File: src/design/dspm_pkg.sv
// ----------------------------------------------------------------------------
// dspm_pkg
// Widths and constants of the divisor sum/product matcher.
// ----------------------------------------------------------------------------
package dspm_pkg;

    localparam int VALUE_WIDTH = 16;        // bits of the input value examined
    localparam int VIN_W       = 16;        // input field width
    localparam int DSUM_W      = 20;        // output sum field width
    localparam int PROD_W      = 32;
    localparam int CNT_W       = 32;
    localparam int TGT_W       = 32;

    // trial divisor runs up to 2^ceil(W/2)
    localparam int D_W  = (VALUE_WIDTH + 1) / 2 + 1;
    localparam int SQ_W = 2 * D_W;

    // divider retires DIV_STEPS quotient bits per cycle
    localparam int DIV_STEPS = 8;
    localparam int DIV_CYC   = (VALUE_WIDTH + DIV_STEPS - 1) / DIV_STEPS;
    localparam int DIV_W     = DIV_CYC * DIV_STEPS;
    localparam int CYC_W     = (DIV_CYC > 1) ? $clog2(DIV_CYC) : 1;

    // sigma(n) < 8n over the whole range
    localparam int SUM_W = (VALUE_WIDTH + 3 > DSUM_W) ? VALUE_WIDTH + 3 : DSUM_W;
    localparam int CMP_W = (SUM_W > TGT_W) ? SUM_W : TGT_W;

    localparam logic [DSUM_W-1:0] DSUM_MAX = '1;
    localparam logic [CNT_W-1:0]  CNT_MAX  = '1;

endpackage

File: src/design/dspm_operand_if.sv
// ----------------------------------------------------------------------------
// dspm_operand_if
// Input channel: one value per item, valid/ready handshake.
// ----------------------------------------------------------------------------
interface dspm_operand_if;
    import dspm_pkg::*;

    logic             valid;
    logic             ready;
    logic [VIN_W-1:0] value;

    modport source (output valid, output value, input ready);
    modport sink   (input valid, input value, output ready);
endinterface

File: src/design/dspm_result_if.sv
// ----------------------------------------------------------------------------
// dspm_result_if
// Result channel: divisor sum, product, match flags and counters.
// ----------------------------------------------------------------------------
interface dspm_result_if;
    import dspm_pkg::*;

    logic                     valid;
    logic                     ready;
    logic [DSUM_W-1:0]        divisor_sum;
    logic signed [PROD_W-1:0] divisor_product;
    logic                     sum_matched;
    logic                     product_matched;
    logic [CNT_W-1:0]         sum_match_count;
    logic [CNT_W-1:0]         product_match_count;
    logic [CNT_W-1:0]         total_match_count;

    modport source (
        output valid, output divisor_sum, output divisor_product,
        output sum_matched, output product_matched,
        output sum_match_count, output product_match_count, output total_match_count,
        input  ready
    );
    modport sink (
        input  valid, input divisor_sum, input divisor_product,
        input  sum_matched, input product_matched,
        input  sum_match_count, input product_match_count, input total_match_count,
        output ready
    );
endinterface

File: src/design/divisor_sum_product_matcher_unit.sv
// ----------------------------------------------------------------------------
// divisor_sum_product_matcher_unit
// Trial-division divisor sum and product with match counters.
// ----------------------------------------------------------------------------
// Usage:
//   operand: one value per item (valid/ready). Ready is high only while the
//     sequencer is idle; one item is worked on at a time.
//   result:  one item per input: sum (saturated to 20 bits), product (mod
//     2^32, signed), match flags and the three saturating counters after it.
//   cfg_write/cfg_data: load match_target; write only while idle.
// Sequence: each trial divisor d passes through the check, divide and accumulate
//   states in turn (the shared divider retires 8 quotient bits a cycle). Result
//   valid rises after the last divisor once the output register is free, and the
//   next item can be accepted from idle after that. The divider loop sets the rate.
// The result sits in an output register; the next item is accepted while it
//   waits. A stalled receiver holds the result and the finished item waits
//   in its last state, so no result is dropped.
// Reset clears the sequencer, the counters, the target and result valid.
// ----------------------------------------------------------------------------
module divisor_sum_product_matcher_unit (
    input  logic                       clk,
    input  logic                       rst_n,
    dspm_operand_if.sink               operand,
    dspm_result_if.source              result,
    input  logic                       cfg_write,
    input  logic [dspm_pkg::TGT_W-1:0] cfg_data
);
    import dspm_pkg::*;

    typedef enum logic [4:0] {
        ST_IDLE  = 5'b00001,
        ST_CHECK = 5'b00010,
        ST_DIV   = 5'b00100,
        ST_ACC   = 5'b01000,
        ST_DONE  = 5'b10000
    } state_t;

    state_t                  state_reg, state_next;
    logic [TGT_W-1:0]        target_reg;
    logic [VALUE_WIDTH-1:0]  v_reg;
    logic [D_W-1:0]          d_reg;
    logic [SQ_W-1:0]         sq_reg;
    logic [DIV_W-1:0]        div_reg, div_next;
    logic [D_W-1:0]          rem_reg, rem_next;
    logic [CYC_W-1:0]        cyc_reg;
    logic [SUM_W-1:0]        sum_reg;
    logic [PROD_W-1:0]       prod_reg;
    logic [CNT_W-1:0]        sum_hits_reg, prod_hits_reg, all_hits_reg;

    logic                    res_valid_reg;
    logic [DSUM_W-1:0]       res_sum_reg;
    logic [PROD_W-1:0]       res_prod_reg;
    logic                    res_shit_reg, res_phit_reg;

    // ---- shared divider step: DIV_STEPS restoring steps ----
    always_comb
    begin
        logic [D_W:0] trial;
        rem_next = rem_reg;
        div_next = div_reg;
        for (int i = 0; i < DIV_STEPS; i++)
        begin
            trial    = {rem_next, div_next[DIV_W-1]};
            div_next = {div_next[DIV_W-2:0], 1'b0};
            if (trial >= {1'b0, d_reg})
            begin
                trial       = trial - {1'b0, d_reg};
                div_next[0] = 1'b1;
            end
            rem_next = trial[D_W-1:0];
        end
    end

    // ---- accumulate ----
    logic [VALUE_WIDTH-1:0]        quot;
    logic                          not_sq;
    logic [VALUE_WIDTH-1:0]        factor;
    logic [PROD_W+VALUE_WIDTH-1:0] mul_full;
    logic [SUM_W-1:0]              sum_acc;

    assign quot     = div_reg[VALUE_WIDTH-1:0];
    assign not_sq   = (sq_reg != SQ_W'(v_reg));
    // d*q == v, so a divisor pair multiplies in v at once
    assign factor   = not_sq ? v_reg : VALUE_WIDTH'(d_reg);
    assign mul_full = prod_reg * factor;
    assign sum_acc  = sum_reg + SUM_W'(d_reg) + (not_sq ? SUM_W'(quot) : SUM_W'(0));

    // ---- match and counters ----
    logic             s_hit, p_hit, out_free;
    logic [CNT_W-1:0] all_mid, all_fin;

    assign s_hit    = !target_reg[TGT_W-1] && (CMP_W'(sum_reg) == CMP_W'(target_reg));
    assign p_hit    = (prod_reg == target_reg);
    assign all_mid  = (s_hit && all_hits_reg != CNT_MAX) ? all_hits_reg + 1'b1 : all_hits_reg;
    assign all_fin  = (p_hit && all_mid != CNT_MAX) ? all_mid + 1'b1 : all_mid;
    assign out_free = !res_valid_reg || result.ready;

    always_comb
    begin
        state_next = state_reg;
        unique case (state_reg)
            ST_IDLE:  if (operand.valid) state_next = ST_CHECK;
            ST_CHECK: state_next = (sq_reg > SQ_W'(v_reg)) ? ST_DONE : ST_DIV;
            ST_DIV:   if (cyc_reg == '0) state_next = ST_ACC;
            ST_ACC:   state_next = ST_CHECK;
            ST_DONE:  if (out_free) state_next = ST_IDLE;
            default:  state_next = ST_IDLE;
        endcase
    end

    always_ff @(posedge clk or negedge rst_n)
    begin
        if (!rst_n)
        begin
            state_reg     <= ST_IDLE;
            target_reg    <= '0;
            sum_hits_reg  <= '0;
            prod_hits_reg <= '0;
            all_hits_reg  <= '0;
            res_valid_reg <= 1'b0;
        end
        else
        begin
            state_reg <= state_next;
            if (cfg_write)
                target_reg <= cfg_data;
            if (state_reg == ST_DONE && out_free)
            begin
                res_valid_reg <= 1'b1;
                if (s_hit && sum_hits_reg != CNT_MAX)
                    sum_hits_reg <= sum_hits_reg + 1'b1;
                if (p_hit && prod_hits_reg != CNT_MAX)
                    prod_hits_reg <= prod_hits_reg + 1'b1;
                all_hits_reg <= all_fin;
            end
            else if (result.ready)
            begin
                res_valid_reg <= 1'b0;
            end
        end
    end

    // datapath, no reset
    always_ff @(posedge clk)
    begin
        unique case (state_reg)
            ST_IDLE:
            begin
                v_reg    <= VALUE_WIDTH'(operand.value);
                d_reg    <= D_W'(1);
                sq_reg   <= SQ_W'(1);
                sum_reg  <= '0;
                prod_reg <= PROD_W'(1);
            end
            ST_CHECK:
            begin
                div_reg <= DIV_W'(v_reg);
                rem_reg <= '0;
                cyc_reg <= CYC_W'(DIV_CYC - 1);
            end
            ST_DIV:
            begin
                div_reg <= div_next;
                rem_reg <= rem_next;
                cyc_reg <= cyc_reg - 1'b1;
            end
            ST_ACC:
            begin
                if (rem_reg == '0)
                begin
                    sum_reg  <= sum_acc;
                    prod_reg <= mul_full[PROD_W-1:0];
                end
                d_reg  <= d_reg + 1'b1;
                sq_reg <= sq_reg + SQ_W'({d_reg, 1'b1});
            end
            ST_DONE:
            begin
                if (out_free)
                begin
                    res_sum_reg  <= (SUM_W'(DSUM_MAX) < sum_reg) ? DSUM_MAX
                                                                 : sum_reg[DSUM_W-1:0];
                    res_prod_reg <= prod_reg;
                    res_shit_reg <= s_hit;
                    res_phit_reg <= p_hit;
                end
            end
            default:
            begin
                v_reg <= v_reg;
            end
        endcase
    end

    assign operand.ready              = (state_reg == ST_IDLE);
    assign result.valid               = res_valid_reg;
    assign result.divisor_sum         = res_sum_reg;
    assign result.divisor_product     = res_prod_reg;
    assign result.sum_matched         = res_shit_reg;
    assign result.product_matched     = res_phit_reg;
    assign result.sum_match_count     = sum_hits_reg;
    assign result.product_match_count = prod_hits_reg;
    assign result.total_match_count   = all_hits_reg;

endmodule

File: src/flat_wrapper.sv
// flat-port wrapper written by rule: the top's interface ports become plain ports
module divisor_sum_product_matcher_unit_flat import dspm_pkg::*;
  (clk, rst_n, cfg_write, cfg_data, operand_valid, operand_value, operand_ready, result_valid, result_divisor_sum, result_divisor_product, result_sum_matched, result_product_matched, result_sum_match_count, result_product_match_count, result_total_match_count, result_ready);
  dspm_operand_if operand_i ();
  dspm_result_if result_i ();
  input  logic clk;
  input  logic rst_n;
  input  logic cfg_write;
  input  logic [dspm_pkg::TGT_W-1:0] cfg_data;
  input wire logic [$bits(operand_i.valid)-1:0] operand_valid;
  input wire logic [$bits(operand_i.value)-1:0] operand_value;
  output wire logic [$bits(operand_i.ready)-1:0] operand_ready;
  output wire logic [$bits(result_i.valid)-1:0] result_valid;
  output wire logic [$bits(result_i.divisor_sum)-1:0] result_divisor_sum;
  output wire logic [$bits(result_i.divisor_product)-1:0] result_divisor_product;
  output wire logic [$bits(result_i.sum_matched)-1:0] result_sum_matched;
  output wire logic [$bits(result_i.product_matched)-1:0] result_product_matched;
  output wire logic [$bits(result_i.sum_match_count)-1:0] result_sum_match_count;
  output wire logic [$bits(result_i.product_match_count)-1:0] result_product_match_count;
  output wire logic [$bits(result_i.total_match_count)-1:0] result_total_match_count;
  input wire logic [$bits(result_i.ready)-1:0] result_ready;
  assign operand_i.valid = operand_valid;
  assign operand_i.value = operand_value;
  assign operand_ready = operand_i.ready;
  assign result_valid = result_i.valid;
  assign result_divisor_sum = result_i.divisor_sum;
  assign result_divisor_product = result_i.divisor_product;
  assign result_sum_matched = result_i.sum_matched;
  assign result_product_matched = result_i.product_matched;
  assign result_sum_match_count = result_i.sum_match_count;
  assign result_product_match_count = result_i.product_match_count;
  assign result_total_match_count = result_i.total_match_count;
  assign result_i.ready = result_ready;
  divisor_sum_product_matcher_unit u_core (.clk(clk), .rst_n(rst_n), .operand(operand_i), .result(result_i), .cfg_write(cfg_write), .cfg_data(cfg_data));
endmodule
File: config.mk
export PLATFORM = sky130hd
export DESIGN_NAME = divisor_sum_product_matcher_unit_flat
export DESIGN_NICKNAME = d
export VERILOG_FILES = /design/src/design/dspm_pkg.sv /design/src/design/dspm_operand_if.sv /design/src/design/dspm_result_if.sv /design/src/design/divisor_sum_product_matcher_unit.sv /design/src/flat_wrapper.sv
export SDC_FILE = /design/constraint.sdc
export NUM_CORES = 2
export LEC_CHECK = 0
export BUFFER_PORTS_ARGS = -buffer_cell sky130_fd_sc_hd__buf_2
export CAP_MARGIN = 20
export CELL_PAD_IN_SITES_DETAIL_PLACEMENT = 1
export CELL_PAD_IN_SITES_GLOBAL_PLACEMENT = 2
export CORE_MARGIN = 3
export CORE_UTILIZATION = 40
export CTS_CLUSTER_DIAMETER = 100
export DETAILED_ROUTE_END_ITERATION = 12
export GPL_TIMING_DRIVEN = 1
export PLACE_DENSITY_LB_ADDON = 0.08
export RECOVER_POWER = 50
export SYNTH_ARGS = -nofsm -noshare
export SYNTH_HDL_FRONTEND = slang
export SYNTH_SLANG_ARGS = --single-unit
File: constraint.sdc
create_clock -name clk -period 19.8 [get_ports clk]
set_input_delay 0.99 -clock clk [delete_from_list [all_inputs] [get_ports clk]]
set_output_delay 0.99 -clock clk [all_outputs]
set_load 0.005 [all_outputs]
==> out/summary.txt <==
Filler cells = 8636
Setup TNS after final layout = 0 ns
Post-synth EDFFs = 175
Antenna viol nets, final = 0
Core area = 75100 µm²
Initial antenna violation count = 7
Layout Nets = 3937
Run status = complete, but fails checks
Final Hold Fails = 0
Clk slew on worst S/H paths = 0.05 ns
Clock root cell = clkbuf_16
Vias = 24100
CTS HTree Levels = 2
Crit Path Class = reg2reg
Remaining DRCs = 0
IO Count = 205
Slew margin rel. = -173%
Violated checks = capacitance limit, slew limit
Die W = 282 µm
Layout Utilization = 45.4%
Post-synthesis cell type count = 84
Critical path endpoint category = flop
Routed WL = 103000 µm
CTS tree = built
Worst path max stage delay = 0.52 ns
DIE AREA = 79700 µm²
Primary FF master, synth = edfxtp_1
Die H = 282 µm
Layout cells sized above 1 = 9.11%
Tightest Pin Transition = 4.10 ns
GRT overflow = 0
Rows = 100
Part of the cycle the worst path needs = 92.6%
Crit path max fanout = 18
Register area = 8610 µm²
Mapped Cells = 3191
Wire length per cell = 23.6 µm
CTS buffer count = 42
Fmax = 54.5 MHz
Max cap viols = 5
Avg Inst Size Synth = 9.57 µm²
Clock buffer depth = 3
I/O Buffers = 204
Mapped Nets = 3757
Worst-Skew Late Latency = 0.59 ns
Via/cell ratio = 5.51
Sequential share of the synthesized area = 28.2%
Initial Util = 40.7%
CP max stage cell = or4_4
First-pass GRT wire length = 157000 µm
HP Class = reg2reg
GP Congestion = 0.870
Max Clock Skew = 0.0235 ns
Vias in the first global route = 26000
Placed wire-length estimate = 77800 µm
Async set-or-reset flop fraction in the synthesized netlist = 43.4%
Yosys top cell area share = 21.2%
Crit path DAT = 18.63 ns
Multi-input gate area = 20000 µm²
# clock sinks = 309
Synthesized flop and latch total = 309
DRT iter0 DRCs = 1299
Area Growth Syn to Fin = 11.5%
Most frequent cells in the layout = nand2_1 (441), inv_1 (417), fa_1 (323), ha_1 (190), edfxtp_1 (175)
Worst path top cell family by delay = compound AO/OA/AOI/OAI gates
WP buf/inv = 4
Post-synth top area cell = fa_1
Worst Setup Start Kind = flop
Most used cell, CP = nor2_1
Largest net degree at the start of global routing = 77
Final setup viols = 0
CP required = 20.08 ns
WHS = 0.489 ns
Post-synthesis cell area = 30500 µm²
Synth top area cells = fa_1 (21%), edfxtp_1 (17%), dfrtp_1 (11%)
Commonest non-fill, non-tap cell in the layout = nand2_1
Final max-slew violation count = 273
Unrepaired setup endpoints after global routing = no
Minimum clock period = 18.34 ns
DRT Pass-1 Iters = 5
Yosys warnings = 0
GR Util All Layers = 26.0%
-- final timing paths --
kind                            slack, ns                                     to  cells past startpoint                                   from
worst max-delay path                 1.46                      u_core.rem_reg[7]                     75                     u_core.div_reg[15]
max in group asynchronous           13.09      u_core.result.sum_match_count[22]                      2                                  rst_n
min in group asynchronous            1.82    u_core.result.total_match_count[22]                      1                                  rst_n
worst max register to register       1.46                      u_core.rem_reg[7]                     75                     u_core.div_reg[15]
worst min-delay path                 0.49  u_core.result.product_match_count[15]                      1  u_core.result.product_match_count[15]
worst min register to register       0.49  u_core.result.product_match_count[15]                      1  u_core.result.product_match_count[15]
-- layout make-up --
| cell class | count | area share (%) |
|---|---|---|
| Timing Repair Buffer | 259 | 3.71 |
| Sequential cell | 309 | 25.3 |
| Antenna cell | 3 | 0.0220 |
| Multi-Input combinational cell | 2340 | 58.7 |
| Inverter | 419 | 4.62 |
| Clock inverter | 20 | 0.665 |
| Tap cell | 969 | 3.56 |
| Clock buffer | 57 | 3.43 |
-- metrics by stage --
stage	setup WS, ns	std cells	area, µm²
final	1.46	4376	34100
after global routing	0.00179	4376	34100
after CTS	0.0442	4369	34100
after detailed placement	0.0637	4292	32700
after global placement	0.729	4292	32700
after floorplan	3.07	3191	30500
-- worst register-to-register path, delay by kind of cell (launching register included) --
kind	cells	cell delay [ns]
buffers and inverters	4	0.34
muxes	6	2.15
adders and majority gates	9	3.03
DFF	1	0.37
AOI/OAI and AO/OA	34	8.71
and+or+nand+nor	22	3.44
-- routing by layer --
layer | track usage (%) | up-vias | part of all wire, %
met4 | 7.38 | 0 | 2.5
met1 | 36.3 | 12500 | 45
met3 | 3.90 | 140 | 5.6
met2 | 42.1 | 592 | 46
li1 | - | 10900 | -
met5 | 0 | - | 0
-- cell usage after synthesis, types with 7 or more instances --
cell type,instances
or3_1,14
mux2_2,61
and3_1,88
nor3_1,61
a211oi_1,13
clkbuf_1,105
xnor2_1,167
or2_2,8
nand4_1,41
buf_1,11
a21oi_1,99
nand3_1,81
o21ai_1,8
nor2b_1,25
a21o_1,37
dfrtp_1,133
a21boi_0,11
nor3b_1,7
o21ai_0,88
fa_1,323
o21bai_1,13
ha_1,190
xor2_1,118
nor2_1,172
o31ai_1,16
mux2i_1,18
nand2b_1,18
nand2_1,441
and4_1,12
o211ai_1,14
a31oi_1,7
o21a_1,11
and2_1,70
edfxtp_1,175
nor4_1,29
inv_1,418
-- kinds of logic after synthesis --
group / synth area share, %
buffers and inverters: 6.76
multiplexers: 2.89
AO/OA/AOI/OAI: 8.00
adder cells (fa/ha/maj): 29.0
XOR/XNOR: 8.17
flip-flops: 28.2
AND/OR/NAND/NOR: 17.0
-- repair_timing --
action | 4_1_cts | 5_1_grt
resized for setup | 0 | 9
setup buffers | 0 | 1
hold buffers | 0 | 0
setup endpoints to repair | 0 | 10
Power is not shown: default switching activity piles up to over one toggle a cycle in this logic, so the estimate is an artifact.
